[src/rtl/lcdseq_pkg.sv]
// Shared types, constants and helper functions of the LCD frame sequencer.
// Used by the front, back and top-level files; depends on nothing else.
`default_nettype none

package lcdseq_pkg;

	// Byte queue capacity and the size of one queued frame.
	localparam int QUEUE_DEPTH = 256;
	localparam int FRAME_BYTES = 5;
	localparam int FILL_W      = $clog2(QUEUE_DEPTH + 1);

	// Frames are stored one per row; a partly played frame plus whole frames.
	localparam int ROW_AW     = $clog2(QUEUE_DEPTH / FRAME_BYTES + 2);
	localparam int FRAME_ROWS = 1 << ROW_AW;

	// Item queue between the front and back parts.
	localparam int FQ_DEPTH = 4;
	localparam int FQ_AW    = $clog2(FQ_DEPTH);

	// Register indexes on the configuration port.
	localparam logic [1:0] REG_DEV_ADDR    = 2'd0;
	localparam logic [1:0] REG_WAIT_SHORT  = 2'd1;
	localparam logic [1:0] REG_WAIT_MEDIUM = 2'd2;
	localparam logic [1:0] REG_WAIT_LONG   = 2'd3;

	localparam logic [6:0]  DEV_ADDR_RESET    = 7'h3E;
	localparam logic [15:0] WAIT_SHORT_RESET  = 16'd2;
	localparam logic [15:0] WAIT_MEDIUM_RESET = 16'd25;
	localparam logic [15:0] WAIT_LONG_RESET   = 16'd800;

	localparam logic [7:0] CTRL_COMMAND = 8'h80;
	localparam logic [7:0] CTRL_DATA    = 8'b11000000;
	localparam logic [7:0] LINE_OFFSET  = 8'h40;

	typedef enum logic [1:0] {
		FN_CMD,
		FN_DATA,
		FN_CURSOR,
		FN_TICK
	} func_t;

	typedef enum logic [1:0] {
		ACT_NONE,
		ACT_START,
		ACT_WRITE,
		ACT_STOP
	} action_t;

	typedef enum logic [2:0] {
		PH_IDLE,
		PH_START,
		PH_SEND,
		PH_STOP,
		PH_WAIT
	} phase_t;

	typedef struct packed {
		logic [6:0]  dev_addr;
		logic [15:0] wait_short;
		logic [15:0] wait_medium;
		logic [15:0] wait_long;
	} cfg_t;

	// A classified input item as it travels from front to back.
	typedef struct packed {
		logic       is_tick;
		logic       ctl_data;
		logic [7:0] data;
		logic [1:0] code;
		logic       busy;
		logic       done;
	} item_t;

	// One queued frame; the marker byte is implied.
	typedef struct packed {
		logic [6:0] addr;
		logic       ctl_data;
		logic [7:0] data;
		logic [1:0] code;
	} frame_row_t;

	typedef struct packed {
		action_t    action;
		logic [7:0] data;
		logic       accepted;
		logic       empty_idle;
	} res_t;

	// Byte at position idx of a frame in the order it is played out.
	function automatic logic [7:0] frame_byte(frame_row_t row, logic [2:0] idx);
		logic [7:0] b;
		unique case (idx)
			3'd0:    b = {row.addr, 1'b0};
			3'd1:    b = row.ctl_data ? CTRL_DATA : CTRL_COMMAND;
			3'd2:    b = row.data;
			3'd4:    b = {6'd0, row.code};
			default: b = 8'd0;
		endcase
		return b;
	endfunction

	// Wait length in ticks for a wait code byte; unknown codes give one tick.
	function automatic logic [15:0] ticks_for(logic [7:0] code, cfg_t cfg);
		logic [15:0] t;
		unique case (code)
			8'd0:    t = 16'd0;
			8'd1:    t = cfg.wait_short;
			8'd2:    t = cfg.wait_medium;
			8'd3:    t = cfg.wait_long;
			default: t = 16'd1;
		endcase
		return t;
	endfunction

endpackage

`default_nettype wire

[src/rtl/i2c_lcd_frame_sequencer.sv]
// Each input transaction is held in the front queue; its result is then registered in the result register.
// Throughput: one item per cycle unless the result output is held; a send tick stalls when the bytes it
// pops belong to a frame still being read out of the frame memory (registered read port).
// Reset (arst_n low, asynchronous): queue empty, sequencer idle, registers at reset values.
// Top level: configuration registers, front (lcdseq_front) and back (lcdseq_back).
// Uses lcdseq_pkg.
`default_nettype none

module i2c_lcd_frame_sequencer (
	input  wire         clk,
	input  wire         arst_n,
	input  wire         s_tvalid,
	output logic        s_tready,
	// payload[7:0], wait_code[9:8], column[15:10], line[16], master_busy[17],
	// byte_done[18], zero fill[23:19]
	input  wire  [23:0] s_tdata,
	// func[1:0]
	input  wire  [1:0]  s_tuser,
	output logic        m_tvalid,
	input  wire         m_tready,
	// bus_data[7:0], frame_accepted[8], queue_empty_idle[9], zero fill[15:10]
	output logic [15:0] m_tdata,
	// bus_action[1:0]
	output logic [1:0]  m_tuser,
	input  wire         psel,
	input  wire         penable,
	input  wire         pwrite,
	input  wire  [3:0]  paddr,
	input  wire  [31:0] pwdata,
	output logic [31:0] prdata,
	output logic        pready
);

	lcdseq_pkg::cfg_t  cfg_q;
	lcdseq_pkg::item_t item;
	lcdseq_pkg::res_t  res;
	logic              item_valid;
	logic              item_take;
	logic              cfg_wr;

	assign pready = 1'b1;
	assign cfg_wr = psel && penable && pwrite && pready;

	always_ff @(posedge clk or negedge arst_n) begin
		if (!arst_n) begin
			cfg_q.dev_addr    <= lcdseq_pkg::DEV_ADDR_RESET;
			cfg_q.wait_short  <= lcdseq_pkg::WAIT_SHORT_RESET;
			cfg_q.wait_medium <= lcdseq_pkg::WAIT_MEDIUM_RESET;
			cfg_q.wait_long   <= lcdseq_pkg::WAIT_LONG_RESET;
		end else if (cfg_wr) begin
			unique case (paddr[3:2])
				lcdseq_pkg::REG_DEV_ADDR:    cfg_q.dev_addr    <= pwdata[6:0];
				lcdseq_pkg::REG_WAIT_SHORT:  cfg_q.wait_short  <= pwdata[15:0];
				lcdseq_pkg::REG_WAIT_MEDIUM: cfg_q.wait_medium <= pwdata[15:0];
				lcdseq_pkg::REG_WAIT_LONG:   cfg_q.wait_long   <= pwdata[15:0];
			endcase
		end
	end

	always_comb begin
		unique case (paddr[3:2])
			lcdseq_pkg::REG_DEV_ADDR:    prdata = {25'd0, cfg_q.dev_addr};
			lcdseq_pkg::REG_WAIT_SHORT:  prdata = {16'd0, cfg_q.wait_short};
			lcdseq_pkg::REG_WAIT_MEDIUM: prdata = {16'd0, cfg_q.wait_medium};
			lcdseq_pkg::REG_WAIT_LONG:   prdata = {16'd0, cfg_q.wait_long};
		endcase
	end

	lcdseq_front u_front (
		.clk        (clk),
		.arst_n     (arst_n),
		.s_tvalid   (s_tvalid),
		.s_tready   (s_tready),
		.s_tdata    (s_tdata),
		.s_tuser    (s_tuser),
		.item_valid (item_valid),
		.item       (item),
		.item_take  (item_take)
	);

	lcdseq_back u_back (
		.clk        (clk),
		.arst_n     (arst_n),
		.cfg        (cfg_q),
		.item_valid (item_valid),
		.item       (item),
		.item_take  (item_take),
		.res_valid  (m_tvalid),
		.res_ready  (m_tready),
		.res        (res)
	);

	assign m_tdata = {6'd0, res.empty_idle, res.accepted, res.data};
	assign m_tuser = res.action;

endmodule

`default_nettype wire

[src/rtl/lcdseq_front.sv]
// Front part: accepts input transactions, classifies them into items and
// holds them in a short queue for the back part. Uses lcdseq_pkg.
`default_nettype none

module lcdseq_front (
	input  wire                  clk,
	input  wire                  arst_n,
	input  wire                  s_tvalid,
	output logic                 s_tready,
	// payload[7:0], wait_code[9:8], column[15:10], line[16], master_busy[17],
	// byte_done[18], zero fill[23:19]
	input  wire  [23:0]          s_tdata,
	// func[1:0]
	input  wire  [1:0]           s_tuser,
	output logic                 item_valid,
	output lcdseq_pkg::item_t    item,
	input  wire                  item_take
);

	lcdseq_pkg::item_t              fq_q [lcdseq_pkg::FQ_DEPTH];
	logic [lcdseq_pkg::FQ_AW-1:0]   wr_ptr_q;
	logic [lcdseq_pkg::FQ_AW-1:0]   rd_ptr_q;
	logic [lcdseq_pkg::FQ_AW:0]     cnt_q;
	lcdseq_pkg::item_t              cls;
	lcdseq_pkg::func_t              func;
	logic [7:0]                     cursor_cmd;
	logic                           push;
	logic                           pop;

	assign func       = lcdseq_pkg::func_t'(s_tuser);
	assign cursor_cmd = lcdseq_pkg::CTRL_COMMAND |
		({2'b00, s_tdata[15:10]} + (s_tdata[16] ? lcdseq_pkg::LINE_OFFSET : 8'h00));

	always_comb begin
		cls         = '0;
		cls.busy    = s_tdata[17];
		cls.done    = s_tdata[18];
		unique case (func)
			lcdseq_pkg::FN_CMD: begin
				cls.data = s_tdata[7:0];
				cls.code = s_tdata[9:8];
			end
			lcdseq_pkg::FN_DATA: begin
				cls.ctl_data = 1'b1;
				cls.data     = s_tdata[7:0];
				cls.code     = 2'd1;
			end
			lcdseq_pkg::FN_CURSOR: begin
				cls.data = cursor_cmd;
			end
			lcdseq_pkg::FN_TICK: begin
				cls.is_tick = 1'b1;
			end
		endcase
	end

	assign s_tready   = cnt_q != (lcdseq_pkg::FQ_AW+1)'(lcdseq_pkg::FQ_DEPTH);
	assign push       = s_tvalid && s_tready;
	assign item_valid = cnt_q != '0;
	assign pop        = item_valid && item_take;
	assign item       = fq_q[rd_ptr_q];

	always_ff @(posedge clk or negedge arst_n) begin
		if (!arst_n) begin
			wr_ptr_q <= '0;
			rd_ptr_q <= '0;
			cnt_q    <= '0;
		end else begin
			if (push)
				wr_ptr_q <= wr_ptr_q + 1'b1;
			if (pop)
				rd_ptr_q <= rd_ptr_q + 1'b1;
			cnt_q <= cnt_q + (lcdseq_pkg::FQ_AW+1)'(push) - (lcdseq_pkg::FQ_AW+1)'(pop);
		end
	end

	always_ff @(posedge clk) begin
		if (push)
			fq_q[wr_ptr_q] <= cls;
	end

endmodule

`default_nettype wire

[src/rtl/lcdseq_back.sv]
// Back part: frame store, tick sequencer and result register.
// Consumes items from lcdseq_front; uses lcdseq_pkg.
`default_nettype none

module lcdseq_back (
	input  wire                  clk,
	input  wire                  arst_n,
	input  lcdseq_pkg::cfg_t     cfg,
	input  wire                  item_valid,
	input  lcdseq_pkg::item_t    item,
	output logic                 item_take,
	output logic                 res_valid,
	input  wire                  res_ready,
	output lcdseq_pkg::res_t     res
);

	localparam int AW = lcdseq_pkg::ROW_AW;
	localparam int FW = lcdseq_pkg::FILL_W;

	// Frame memory and the two-row window in front of it.
	lcdseq_pkg::frame_row_t mem [lcdseq_pkg::FRAME_ROWS];
	lcdseq_pkg::frame_row_t rdata_q;
	lcdseq_pkg::frame_row_t win_q [2];
	lcdseq_pkg::frame_row_t new_row;
	logic [1:0]             win_cnt_q;
	logic                   pend_q;
	logic [AW-1:0]          wr_ptr_q;
	logic [AW-1:0]          rd_ptr_q;
	logic [AW:0]            mem_cnt_q;
	logic [2:0]             off_q;

	lcdseq_pkg::phase_t     phase_q;
	lcdseq_pkg::phase_t     phase_nx;
	logic [15:0]            wait_q;
	logic [15:0]            wait_nx;
	logic                   ready_q;
	logic                   ready_nx;
	logic [FW-1:0]          fill_q;
	logic [FW-1:0]          fill_nx;

	logic                   out_valid_q;
	lcdseq_pkg::res_t       res_q;

	logic                   ready_eff;
	logic                   tick;
	logic [7:0]             byte0;
	logic [7:0]             byte1;
	logic [7:0]             b0;
	logic [7:0]             code_byte;
	logic                   has1;
	logic                   has2;
	logic [3:0]             win_bytes;
	logic                   stall;
	logic                   fire;
	logic                   room;
	logic                   push;
	logic [1:0]             popn;
	logic [1:0]             popn_eff;
	logic [2:0]             off_sum;
	logic                   retire;
	logic [2:0]             off_nx;
	logic                   issue;
	logic [1:0]             cnt_shift;
	lcdseq_pkg::action_t    act;
	logic [7:0]             act_data;

	assign ready_eff = ready_q || item.done;
	assign tick      = item.is_tick && !item.busy;

	assign byte0 = lcdseq_pkg::frame_byte(win_q[0], off_q);
	assign byte1 = (off_q == 3'd4) ? lcdseq_pkg::frame_byte(win_q[1], 3'd0)
		: lcdseq_pkg::frame_byte(win_q[0], off_q + 3'd1);
	assign has1      = fill_q != '0;
	assign has2      = fill_q > FW'(1);
	assign b0        = has1 ? byte0 : 8'd0;
	assign code_byte = has2 ? byte1 : 8'd0;

	always_comb begin
		unique case (win_cnt_q)
			2'd0:    win_bytes = 4'd0;
			2'd1:    win_bytes = 4'd5 - {1'b0, off_q};
			default: win_bytes = 4'd10 - {1'b0, off_q};
		endcase
	end

	// A pop may need bytes of a frame that is still on its way from memory.
	assign stall = tick && phase_q == lcdseq_pkg::PH_SEND && ready_eff &&
		win_bytes < 4'd2 && fill_q > FW'(win_bytes);
	assign fire      = item_valid && !stall && (!out_valid_q || res_ready);
	assign item_take = fire;
	assign room      = fill_q <= FW'(lcdseq_pkg::QUEUE_DEPTH - lcdseq_pkg::FRAME_BYTES);
	assign push      = fire && !item.is_tick && room;

	// Next phase.
	always_comb begin
		phase_nx = phase_q;
		if (tick) begin
			unique case (phase_q)
				lcdseq_pkg::PH_IDLE: begin
					if (has1)
						phase_nx = lcdseq_pkg::PH_START;
				end
				lcdseq_pkg::PH_START: phase_nx = lcdseq_pkg::PH_SEND;
				lcdseq_pkg::PH_SEND: begin
					if (ready_eff && b0 == 8'd0)
						phase_nx = lcdseq_pkg::PH_STOP;
				end
				lcdseq_pkg::PH_STOP: phase_nx = lcdseq_pkg::PH_WAIT;
				lcdseq_pkg::PH_WAIT: begin
					if (wait_q == 16'd0)
						phase_nx = lcdseq_pkg::PH_IDLE;
				end
				default: phase_nx = lcdseq_pkg::PH_IDLE;
			endcase
		end
	end

	// Phase outputs: bus action, pops and flag updates.
	always_comb begin
		act      = lcdseq_pkg::ACT_NONE;
		act_data = 8'd0;
		popn     = 2'd0;
		ready_nx = ready_eff;
		wait_nx  = wait_q;
		if (tick) begin
			unique case (phase_q)
				lcdseq_pkg::PH_START: begin
					ready_nx = 1'b1;
					act      = lcdseq_pkg::ACT_START;
				end
				lcdseq_pkg::PH_SEND: begin
					if (ready_eff) begin
						if (b0 != 8'd0) begin
							popn     = 2'd1;
							ready_nx = 1'b0;
							act      = lcdseq_pkg::ACT_WRITE;
							act_data = b0;
						end else begin
							popn    = {1'b0, has1} + {1'b0, has2};
							wait_nx = lcdseq_pkg::ticks_for(code_byte, cfg);
						end
					end
				end
				lcdseq_pkg::PH_STOP: act = lcdseq_pkg::ACT_STOP;
				lcdseq_pkg::PH_WAIT: begin
					if (wait_q != 16'd0)
						wait_nx = wait_q - 16'd1;
				end
				default: ;
			endcase
		end
	end

	assign popn_eff = fire ? popn : 2'd0;
	assign off_sum  = off_q + {1'b0, popn_eff};
	assign retire   = off_sum >= 3'd5;
	assign off_nx   = retire ? off_sum - 3'd5 : off_sum;
	assign fill_nx  = fill_q + (push ? FW'(lcdseq_pkg::FRAME_BYTES) : FW'(0)) - FW'(popn_eff);

	// Fetch the next row whenever the window will have room for it.
	assign issue = mem_cnt_q != '0 &&
		({1'b0, win_cnt_q} + {2'b00, pend_q}) < (3'd2 + {2'b00, retire});
	assign cnt_shift = win_cnt_q - {1'b0, retire};

	assign new_row.addr     = cfg.dev_addr;
	assign new_row.ctl_data = item.ctl_data;
	assign new_row.data     = item.data;
	assign new_row.code     = item.code;

	always_ff @(posedge clk or negedge arst_n) begin
		if (!arst_n) begin
			phase_q     <= lcdseq_pkg::PH_IDLE;
			wait_q      <= '0;
			ready_q     <= 1'b0;
			fill_q      <= '0;
			off_q       <= '0;
			win_cnt_q   <= '0;
			pend_q      <= 1'b0;
			wr_ptr_q    <= '0;
			rd_ptr_q    <= '0;
			mem_cnt_q   <= '0;
			out_valid_q <= 1'b0;
		end else begin
			if (fire) begin
				phase_q <= phase_nx;
				wait_q  <= wait_nx;
				ready_q <= ready_nx;
				fill_q  <= fill_nx;
				off_q   <= off_nx;
			end
			if (push)
				wr_ptr_q <= wr_ptr_q + 1'b1;
			if (issue)
				rd_ptr_q <= rd_ptr_q + 1'b1;
			mem_cnt_q <= mem_cnt_q + (AW+1)'(push) - (AW+1)'(issue);
			pend_q    <= issue;
			win_cnt_q <= cnt_shift + {1'b0, pend_q};
			if (fire)
				out_valid_q <= 1'b1;
			else if (res_ready)
				out_valid_q <= 1'b0;
		end
	end

	always_ff @(posedge clk) begin
		if (push)
			mem[wr_ptr_q] <= new_row;
		if (issue)
			rdata_q <= mem[rd_ptr_q];
	end

	always_ff @(posedge clk) begin
		if (retire)
			win_q[0] <= win_q[1];
		if (pend_q) begin
			if (cnt_shift == 2'd0)
				win_q[0] <= rdata_q;
			else
				win_q[1] <= rdata_q;
		end
	end

	always_ff @(posedge clk) begin
		if (fire) begin
			res_q.action     <= act;
			res_q.data       <= act_data;
			res_q.accepted   <= push;
			res_q.empty_idle <= phase_nx == lcdseq_pkg::PH_IDLE && fill_nx == '0;
		end
	end

	assign res_valid = out_valid_q;
	assign res       = res_q;

	// The window never holds or awaits more than two rows.
	a_window_bound: assert property (@(posedge clk) disable iff (!arst_n)
		({1'b0, win_cnt_q} + {2'b00, pend_q}) <= 3'd2)
		else $error("frame window overfilled");

	a_fill_bound: assert property (@(posedge clk) disable iff (!arst_n)
		fill_q <= FW'(lcdseq_pkg::QUEUE_DEPTH))
		else $error("byte queue fill beyond capacity");

	// An empty byte queue leaves no rows anywhere in the frame store.
	a_empty_rows: assert property (@(posedge clk) disable iff (!arst_n)
		fill_q == '0 |-> (win_cnt_q == 2'd0 && mem_cnt_q == '0 && !pend_q))
		else $error("frame rows left with empty byte queue");

	a_write_nonzero: assert property (@(posedge clk) disable iff (!arst_n)
		(out_valid_q && res_q.action == lcdseq_pkg::ACT_WRITE) |-> res_q.data != 8'd0)
		else $error("zero byte written to the bus");

	a_stop_to_wait: assert property (@(posedge clk) disable iff (!arst_n)
		(fire && tick && phase_q == lcdseq_pkg::PH_STOP) |=> phase_q == lcdseq_pkg::PH_WAIT)
		else $error("stop phase did not lead to wait");

endmodule

`default_nettype wire
[config.mk]
export PLATFORM = sky130hd
export DESIGN_NAME = i2c_lcd_frame_sequencer
export DESIGN_NICKNAME = d
export VERILOG_FILES = /design/src/rtl/lcdseq_pkg.sv /design/src/rtl/i2c_lcd_frame_sequencer.sv /design/src/rtl/lcdseq_front.sv /design/src/rtl/lcdseq_back.sv
export SDC_FILE = /design/constraint.sdc
export NUM_CORES = 2
export LEC_CHECK = 0
export BUFFER_PORTS_ARGS = -buffer_cell sky130_fd_sc_hd__buf_4
export CAP_MARGIN = 20
export CORE_ASPECT_RATIO = 0.9
export CORE_MARGIN = 2
export CORE_UTILIZATION = 65
export DETAILED_ROUTE_END_ITERATION = 16
export PLACE_DENSITY = 0.86
export SLEW_MARGIN = 40
export SYNTH_ARGS = -nofsm -noshare
export SYNTH_HDL_FRONTEND = slang
export SYNTH_SLANG_ARGS = --single-unit
export TNS_END_PERCENT = 1
[constraint.sdc]
create_clock -name clk -period 17.47 [get_ports clk]
set_clock_uncertainty 0.15 [all_clocks]
set_input_delay 3.494 -clock clk [delete_from_list [all_inputs] [get_ports clk]]
set_output_delay 3.494 -clock clk [all_outputs]
set_load 0.03 [all_outputs]
## After elaboration in Yosys (flattened, before gate mapping)

Memories as Yosys holds them, arrays and structs flattened. A register that Yosys moved wholly into a read port is not among the register bits.
Cells that the tools add are included.

| cells by class | value |
|---|---|
| order comparisons | 6 |
| bitwise gates (word level) | 1 |
| eq/ne operators | 24 |
| reduce and logical (&&, ||, !) cells | 48 |
| muxes and demuxes | 52 |
| $add $sub $neg | 22 |

Operator list:

| cell | count |
|---|---|
| $pmux 32 s4 | 1 |
| $pmux 16 s4 | 1 |
| $pmux 8 s4 | 2 |
| $mux 16 | 3 |
| $pmux 16 s2 | 1 |
| $mux 8 | 3 |
| $mux 1 | 19 |
| $mux 18 | 1 |
| $mux 3 | 6 |
| $eq 8x2->1 const B | 2 |
| $logic_and 1x1->1 | 16 |
| $logic_not 16->1 | 1 |
| $logic_not 8->1 | 2 |
| $pmux 8 s2 | 1 |
| $reduce_bool 16->1 | 1 |
| $sub 16x1->16 const B | 1 |
| $pmux 3 s5 | 1 |
| $mux 2 | 7 |
| $mux 7 | 2 |
| $add 6x1->6 const B | 2 |
| $eq 3x2->1 const B | 4 |
| $logic_not 3->1 | 4 |
| $add 9x9->9 | 1 |
| $eq 3x1->1 const B | 3 |
| 48 further kinds | 68 |

| word-level totals | value |
|---|---|
| flip-flop bits (word level) | 129 |
| output and inout bits | 53 |
| memories | 3 |
| RAM bits | 1244 |

Memory list:

| memory | depth | width | read ports | clocked after Yosys merged registers in | wr ports | RTL line | RTL |
|---|---|---|---|---|---|---|---|
| u_back.mem | 64 | 18 | 1 | 1 | 1 | lcdseq_back.sv:21 | `lcdseq_pkg::frame_row_t mem [lcdseq_pkg::FRAME_ROWS];` |
| u_front.fq_q | 4 | 14 | 1 | 0 | 1 | lcdseq_front.sv:20 | `lcdseq_pkg::item_t fq_q [lcdseq_pkg::FQ_DEPTH];` |
| u_back.win_q | 2 | 18 | 2 | 0 | 2 | lcdseq_back.sv:23 | `lcdseq_pkg::frame_row_t win_q [2];` |

## Logic depth before layout (Yosys ltp)

An unclocked memory read counts as a cell.

| depth | value |
|---|---|
| depth in word-level cells | 19 |
| gate-level depth with buffers | 36 |
| depth with buffers taken out | 33 |

## Cells and area by module

Synthesis repeated with hierarchy kept, for this count alone.

| unflattened totals | value |
|---|---|
| cell total of the unflattened synthesis | 2679 |
| area, all modules | 56330.3 um^2 |

Modules (own cells, without submodules):

| module | times used | cells an instance | sequential area each (um^2) | area an instance (um^2) |
|---|---|---|---|---|
| lcdseq_back | 1 | 2374 | 37951.4 | 50973.9 |
| i2c_lcd_frame_sequencer | 1 | 175 | 1391.3 | 2723.9 |
| lcdseq_front | 1 | 130 | 1856.8 | 2632.5 |

## Worst setup path before layout

No wires, ideal clock.

| timing | value |
|---|---|
| path type | input-to-reg |
| start point | input m_tready |
| end point | register u_back.mem_cnt_q[6] |
| buffers on the path | 1 |
| data required time | 17195 ps |
| setup slack | 8639 ps |
| arrival | 8555 ps |
| stages | 27 |
| cell sequence | nand2b_1 -> nand2b_1 -> or2_1 -> inv_2 -> buf_2 -> o21ai_0 -> nor3_1 -> ha_1 -> inv_1 -> fa_1 -> ha_1 -> nor2b_1 -> nand2b_1 -> o21a_1 -> a311oi_2 -> ha_1 -> inv_1 -> ha_1 -> inv_1 -> fa_1 -> inv_1 -> a21oi_1 -> nor2_1 -> o21ai_0 -> a21oi_1 -> nor2_1 -> xnor2_1 |

| on the way | value |
|---|---|
| word-level cells in the longest chain between the ends | 9 |

Ends and longest elaborated chain:

| element | RTL line | RTL |
|---|---|---|
| start: declaration | i2c_lcd_frame_sequencer.sv:20 | `input wire m_tready,` |
| $logic_or 1x1->1 | lcdseq_back.sv:89 | `assign fire = item_valid && !stall && (!out_valid_q \|\| res_ready);` |
| $logic_and 1x1->1 | lcdseq_back.sv:89 |  |
| $mux 2 | lcdseq_back.sv:154 | `assign popn_eff = fire ? popn : 2'd0;` |
| $add 3x2->3 | lcdseq_back.sv:155 | `assign off_sum = off_q + {1'b0, popn_eff};` |
| $ge 3x3->1 | lcdseq_back.sv:156 | `assign retire = off_sum >= 3'd5;` |
| $add 2x1->3 | lcdseq_back.sv:162 | `({1'b0, win_cnt_q} + {2'b00, pend_q}) < (3'd2 + {2'b00, retire});` |
| $lt 3x3->1 | lcdseq_back.sv:162 |  |
| $logic_and 1x1->1 | lcdseq_back.sv:161 | `assign issue = mem_cnt_q != '0 &&` |
| net u_back.issue | lcdseq_back.sv:62 | `logic issue;` |
| $sub 7x1->7 | lcdseq_back.sv:195 | `mem_cnt_q <= mem_cnt_q + (AW+1)'(push) - (AW+1)'(issue);` |
| end signal: assignment | lcdseq_back.sv:195 |  |
| end: declaration | lcdseq_back.sv:29 | `logic [AW:0] mem_cnt_q;` |

The timed path passes the listed nets, and every way through them passes these cells.
A chain may end at the register's enable or synchronous reset.

## Worst setup path after layout

| timing | value |
|---|---|
| start point | input paddr[2] |
| end point | output prdata[11] |

| on the way | value |
|---|---|
| word-level cells in the longest chain between the ends | 2 |

Ends and longest elaborated chain:

| element | RTL line | RTL |
|---|---|---|
| start: declaration | i2c_lcd_frame_sequencer.sv:28 | `input wire [3:0] paddr,` |
| $eq 2x2->1 (tied with other cells) | i2c_lcd_frame_sequencer.sv:61 | `unique case (paddr[3:2])` |
| $pmux 32 s4 * | i2c_lcd_frame_sequencer.sv:61 |  |
| end: declaration | i2c_lcd_frame_sequencer.sv:30 | `output logic [31:0] prdata,` |

Mark *: on every way between the ends. The rest lies on a longest branch, timed or not. The select of a mux whose other input is x is not followed.

==> metrics.txt <==
# TYPE chip_impl_metric gauge
chip_impl_metric{name="hold_violations",unit=""} 0
chip_impl_metric{name="post-synth-top-area-fraction",unit=""} 0.683
chip_impl_metric{name="ant_nets",unit=""} 0
chip_impl_metric{name="cellLeakagePower",unit="nW"} 20.7
chip_impl_metric{name="cp_data_arrival_time",unit="ns"} 5.03
chip_impl_metric{name="ys_async_sr_fraction",unit=""} 0.0841
chip_impl_metric{name="period_share",unit=""} 0.496
chip_impl_metric{name="dp_hpwl",unit="mm"} 74.2
chip_impl_metric{name="postSynthAreaPerCell",unit="sq um"} 21.1
chip_impl_metric{name="synth-xor-area-share",unit=""} 0.00529
chip_impl_info{name="worst_path_max_delay_cell",value="sky130_fd_sc_hd__nor2_1"} 1
chip_impl_metric{name="netlist-cell-type-count",unit=""} 91
chip_impl_metric{name="finish.instance_area",unit="sq um"} 62500
chip_impl_info{name="grt_setup_unrepaired",value="false"} 1
chip_impl_metric{name="antenna_cells",unit=""} 0
chip_impl_metric{name="worstRegToRegCells",unit=""} 34
chip_impl_metric{name="cts_buffer_depth",unit=""} 3
chip_impl_metric{name="cp.depth",unit=""} 5
chip_impl_info{name="endpoint_kind",value="primary output"} 1
chip_impl_metric{name="whs",unit="ns"} 0.290
chip_impl_metric{name="drc_errors",unit=""} 0
chip_impl_info{name="largest_family_of_logic_cells_by_synthesized_area",value="multiplexers"} 1
chip_impl_metric{name="placed_area",unit="sq um"} 58200
chip_impl_metric{name="worst_slew_pin_slew",unit="ns"} 0.891
chip_impl_metric{name="critical_path.max_stage_delay",unit="ns"} 0.65
chip_impl_metric{name="overflow",unit=""} 0
chip_impl_metric{name="grt_first_pass_wirelength",unit="mm"} 205
chip_impl_metric{name="number_of_clock_buffers_inserted_by_tritoncts",unit=""} 132
chip_impl_metric{name="finalSetupTns",unit="ns"} 0
chip_impl_metric{name="initial_antenna_violation_count",unit=""} 4
chip_impl_info{name="synthFlopType",value="sky130_fd_sc_hd__edfxtp_1"} 1
chip_impl_info{name="synth.largest_area_cell",value="sky130_fd_sc_hd__edfxtp_1"} 1
chip_impl_metric{name="timing.reg2reg.setup_slack",unit="ns"} 9.42
chip_impl_metric{name="cts-hold-fix-buffers",unit=""} 0
chip_impl_metric{name="detail_route.vias_per_cell",unit=""} 7.03
chip_impl_metric{name="synth_compound_area_frac",unit=""} 0.0239
chip_impl_metric{name="hold_path_depth",unit=""} 0
chip_impl_metric{name="slew-limit-headroom",unit=""} 0.406
chip_impl_metric{name="muxShareOfSynthArea",unit=""} 0.179
chip_impl_metric{name="number_of_h_tree_levels",unit=""} 4
chip_impl_metric{name="yosys_warnings",unit=""} 0
chip_impl_metric{name="layout.nets",unit=""} 2964
chip_impl_metric{name="firstDrtPassIters",unit=""} 6
chip_impl_info{name="synth.top_cells.by_area",value="sky130_fd_sc_hd__edfxtp_1 68%, sky130_fd_sc_hd__mux4_2 16%, sky130_fd_sc_hd__dfrtp_1 4.7%"} 1
chip_impl_metric{name="post_drt_wl_per_cell",unit="um"} 34.6
chip_impl_info{name="critPathTopFamily",value="simple AND/OR/NAND/NOR gates"} 1
chip_impl_metric{name="dieArea",unit="sq um"} 88500
chip_impl_metric{name="wirelength",unit="mm"} 141
chip_impl_metric{name="layout_area_overhead",unit="%"} 11.6
chip_impl_metric{name="synth_edf_count",unit=""} 1274
chip_impl_metric{name="boundaryPins",unit=""} 122
chip_impl_metric{name="max_freq",unit="GHz"} 0.115
chip_impl_metric{name="clkLatencyLatePin",unit="ns"} 0.75
chip_impl_metric{name="floorplan.initialDensity",unit=""} 0.653
chip_impl_metric{name="core",unit="sq um"} 85800
chip_impl_info{name="yosysMostFrequentCell",value="sky130_fd_sc_hd__edfxtp_1"} 1
chip_impl_metric{name="post_cts_resize_count",unit=""} 0
chip_impl_metric{name="clkSlewWorstSetupHoldPaths",unit="ns"} 0.06
chip_impl_metric{name="gp_congestion",unit=""} 0.880
chip_impl_metric{name="fillerInstances",unit=""} 4640
chip_impl_metric{name="number_of_max_slew_violations_in_the_final_report",unit=""} 0
chip_impl_metric{name="synth_fa_ha_area_frac",unit=""} 0.0148
chip_impl_metric{name="netlist_area",unit="sq um"} 56000
chip_impl_info{name="cp_common_cell",value="sky130_fd_sc_hd__buf_4"} 1
chip_impl_metric{name="syn_inst",unit=""} 2661
chip_impl_metric{name="postCtsSetupRepairBufs",unit=""} 0
chip_impl_info{name="run_status",value="finished clean"} 1
chip_impl_metric{name="first_global_vias",unit=""} 29600
chip_impl_metric{name="buffer_ports.inserted",unit=""} 75
chip_impl_metric{name="cts.sinks",unit=""} 1391
chip_impl_metric{name="drive_gt1_frac",unit=""} 0.304
chip_impl_info{name="synth_top_cells_by_count",value="1274 x sky130_fd_sc_hd__edfxtp_1, 399 x sky130_fd_sc_hd__mux4_2, 119 x sky130_fd_sc_hd__nor2_1"} 1
chip_impl_metric{name="seq_area_frac_synth",unit=""} 0.736
chip_impl_info{name="crit_path_cell_trace",value="buf_4, inv_1, nor2_1, a22o_1, buf_4"} 1
chip_impl_metric{name="grt_max_degree",unit=""} 102
chip_impl_info{name="startpoint_type",value="input port"} 1
chip_impl_metric{name="dieHeight",unit="um"} 282
chip_impl_info{name="cts_tree",value="built"} 1
chip_impl_metric{name="power.density",unit="nW/um^2"} 174
chip_impl_metric{name="first_drt_iteration_drcs",unit=""} 3805
chip_impl_info{name="cts_root_buf",value="sky130_fd_sc_hd__clkbuf_16"} 1
chip_impl_metric{name="dr_total_vias",unit=""} 28700
chip_impl_metric{name="max_cap_violations",unit=""} 0
chip_impl_metric{name="crit_path_max_fanout",unit=""} 20
chip_impl_metric{name="worst_ir_drop_vdd",unit="uV"} 156
chip_impl_metric{name="required",unit="ns"} 13.83
chip_impl_metric{name="finalCriticalPeriod",unit="ns"} 8.67
chip_impl_metric{name="setup_violating_endpoint_count_in_the_final_report",unit=""} 0
chip_impl_metric{name="cp.buffers_inverters",unit=""} 3
chip_impl_info{name="hp-class",value="reg -> reg"} 1
chip_impl_info{name="worst_setup_path_type",value="in -> out"} 1
chip_impl_metric{name="std_cell_rows",unit=""} 102
chip_impl_metric{name="die_width",unit="um"} 313
chip_impl_metric{name="synth-seq-cells",unit=""} 1391
chip_impl_metric{name="synth-simple-area-share",unit=""} 0.0239
chip_impl_metric{name="track_usage",unit=""} 0.330
state kept, by name, indices dropped and copies added, names as in the netlist, 6 cells and up:
signal and flops:
u_back.mem 1152, u_front.fq_q 56, cfg_q 55, u_back.win_q 36, u_back.rdata_q 18, u_back.wait_q 16, u_back.res 12, u_back.fill_q 9
u_back.mem_cnt_q 7, u_back.rd_ptr_q 6, u_back.wr_ptr_q 6
logic make-up after synthesis:
group / Yosys count
other: 2
flip-flops: 1391
AO/OA/AOI/OAI: 189
AND/OR/NAND/NOR: 270
multiplexers: 491
XOR/XNOR: 33
adder cells (fa/ha/maj): 64
buffers and inverters: 221
placed cells by master (no fill, tap or decap), types with 23 or more instances in the layout:
master	synthesis	final
sky130_fd_sc_hd__nor2_1	119	117
sky130_fd_sc_hd__clkbuf_16	0	136
sky130_fd_sc_hd__clkinv_1	1	26
sky130_fd_sc_hd__clkbuf_1	70	29
sky130_fd_sc_hd__a21oi_1	37	37
sky130_fd_sc_hd__nand2_1	40	39
sky130_fd_sc_hd__conb_1	2	23
sky130_fd_sc_hd__inv_1	64	64
sky130_fd_sc_hd__dfrtp_1	105	97
sky130_fd_sc_hd__mux2_2	86	86
sky130_fd_sc_hd__ha_1	60	60
sky130_fd_sc_hd__o21ai_0	31	31
sky130_fd_sc_hd__buf_4	28	156
sky130_fd_sc_hd__edfxtp_1	1274	1274
sky130_fd_sc_hd__mux4_2	399	394
per-stage QoR:
step                instances   util  power (mW)  worst slack (ns)
floorplan                2682      -        6.81              8.64
global placement         3836  0.677        7.73              8.42
detailed placement       3840  0.679        7.96              8.24
CTS                      4078  0.728        10.9              8.80
global route             4079  0.729        11.2              8.50
finish                   4079  0.729        10.9              8.80
metal layers:
layer  vias to the layer above  wire, um  GRT usage
li1                      11300         -          -
met1                     15000     49400      0.424
met2                      1933     71900      0.556
met3                       399     13500     0.0740
met4                         6      6360      0.136
met5                         -        41          0
worst paths after layout:
path	startpoint	endpoint
worst max-delay path	paddr[2]	prdata[11]
worst min-delay path	u_back.rdata_q[8]	u_back.win_q[0][26]
worst max register to register	u_back.off_q[2]	u_back.mem_cnt_q[6]
worst min register to register	u_back.rdata_q[8]	u_back.win_q[0][26]
max in group asynchronous	arst_n	cfg_q[54]
min in group asynchronous	arst_n	u_back.fill_q[7]
worst register-to-register path, delay by kind of cell (launching register included):
kind                     cells  cell delay [ns]
buffers and inverters        8             1.32
AO/OA/AOI/OAI                9             1.31
XOR/XNOR                     1             0.12
adder cells (fa/ha/maj)      8             2.43
flip-flops                   1             0.79
AND/OR/NAND/NOR              8             1.80
area by class of cell:
cell class / instances / area [sq um] / area share
Clock buffer: 165 / 3510 / 0.0562
Clock inverter: 73 / 723 / 0.0116
Inverter: 67 / 251 / 0.00402
Multi-Input combinational cell: 1070 / 14000 / 0.223
Sequential cell: 1391 / 41200 / 0.660
Tap cell: 1144 / 1430 / 0.0229
Timing Repair Buffer: 169 / 1400 / 0.0224
report_power, final:
| part | total [mW] | switching, mW | internal, mW | leakage [nW] |
|---|---|---|---|---|
| combinational | 3.37 | 1.98 | 1.39 | 5.65 |
| clock | 2.86 | 1.25 | 1.61 | 2.06 |
| sequential | 4.65 | 0.303 | 4.35 | 13.0 |
Note: power is estimated with default switching activity, not from simulation.
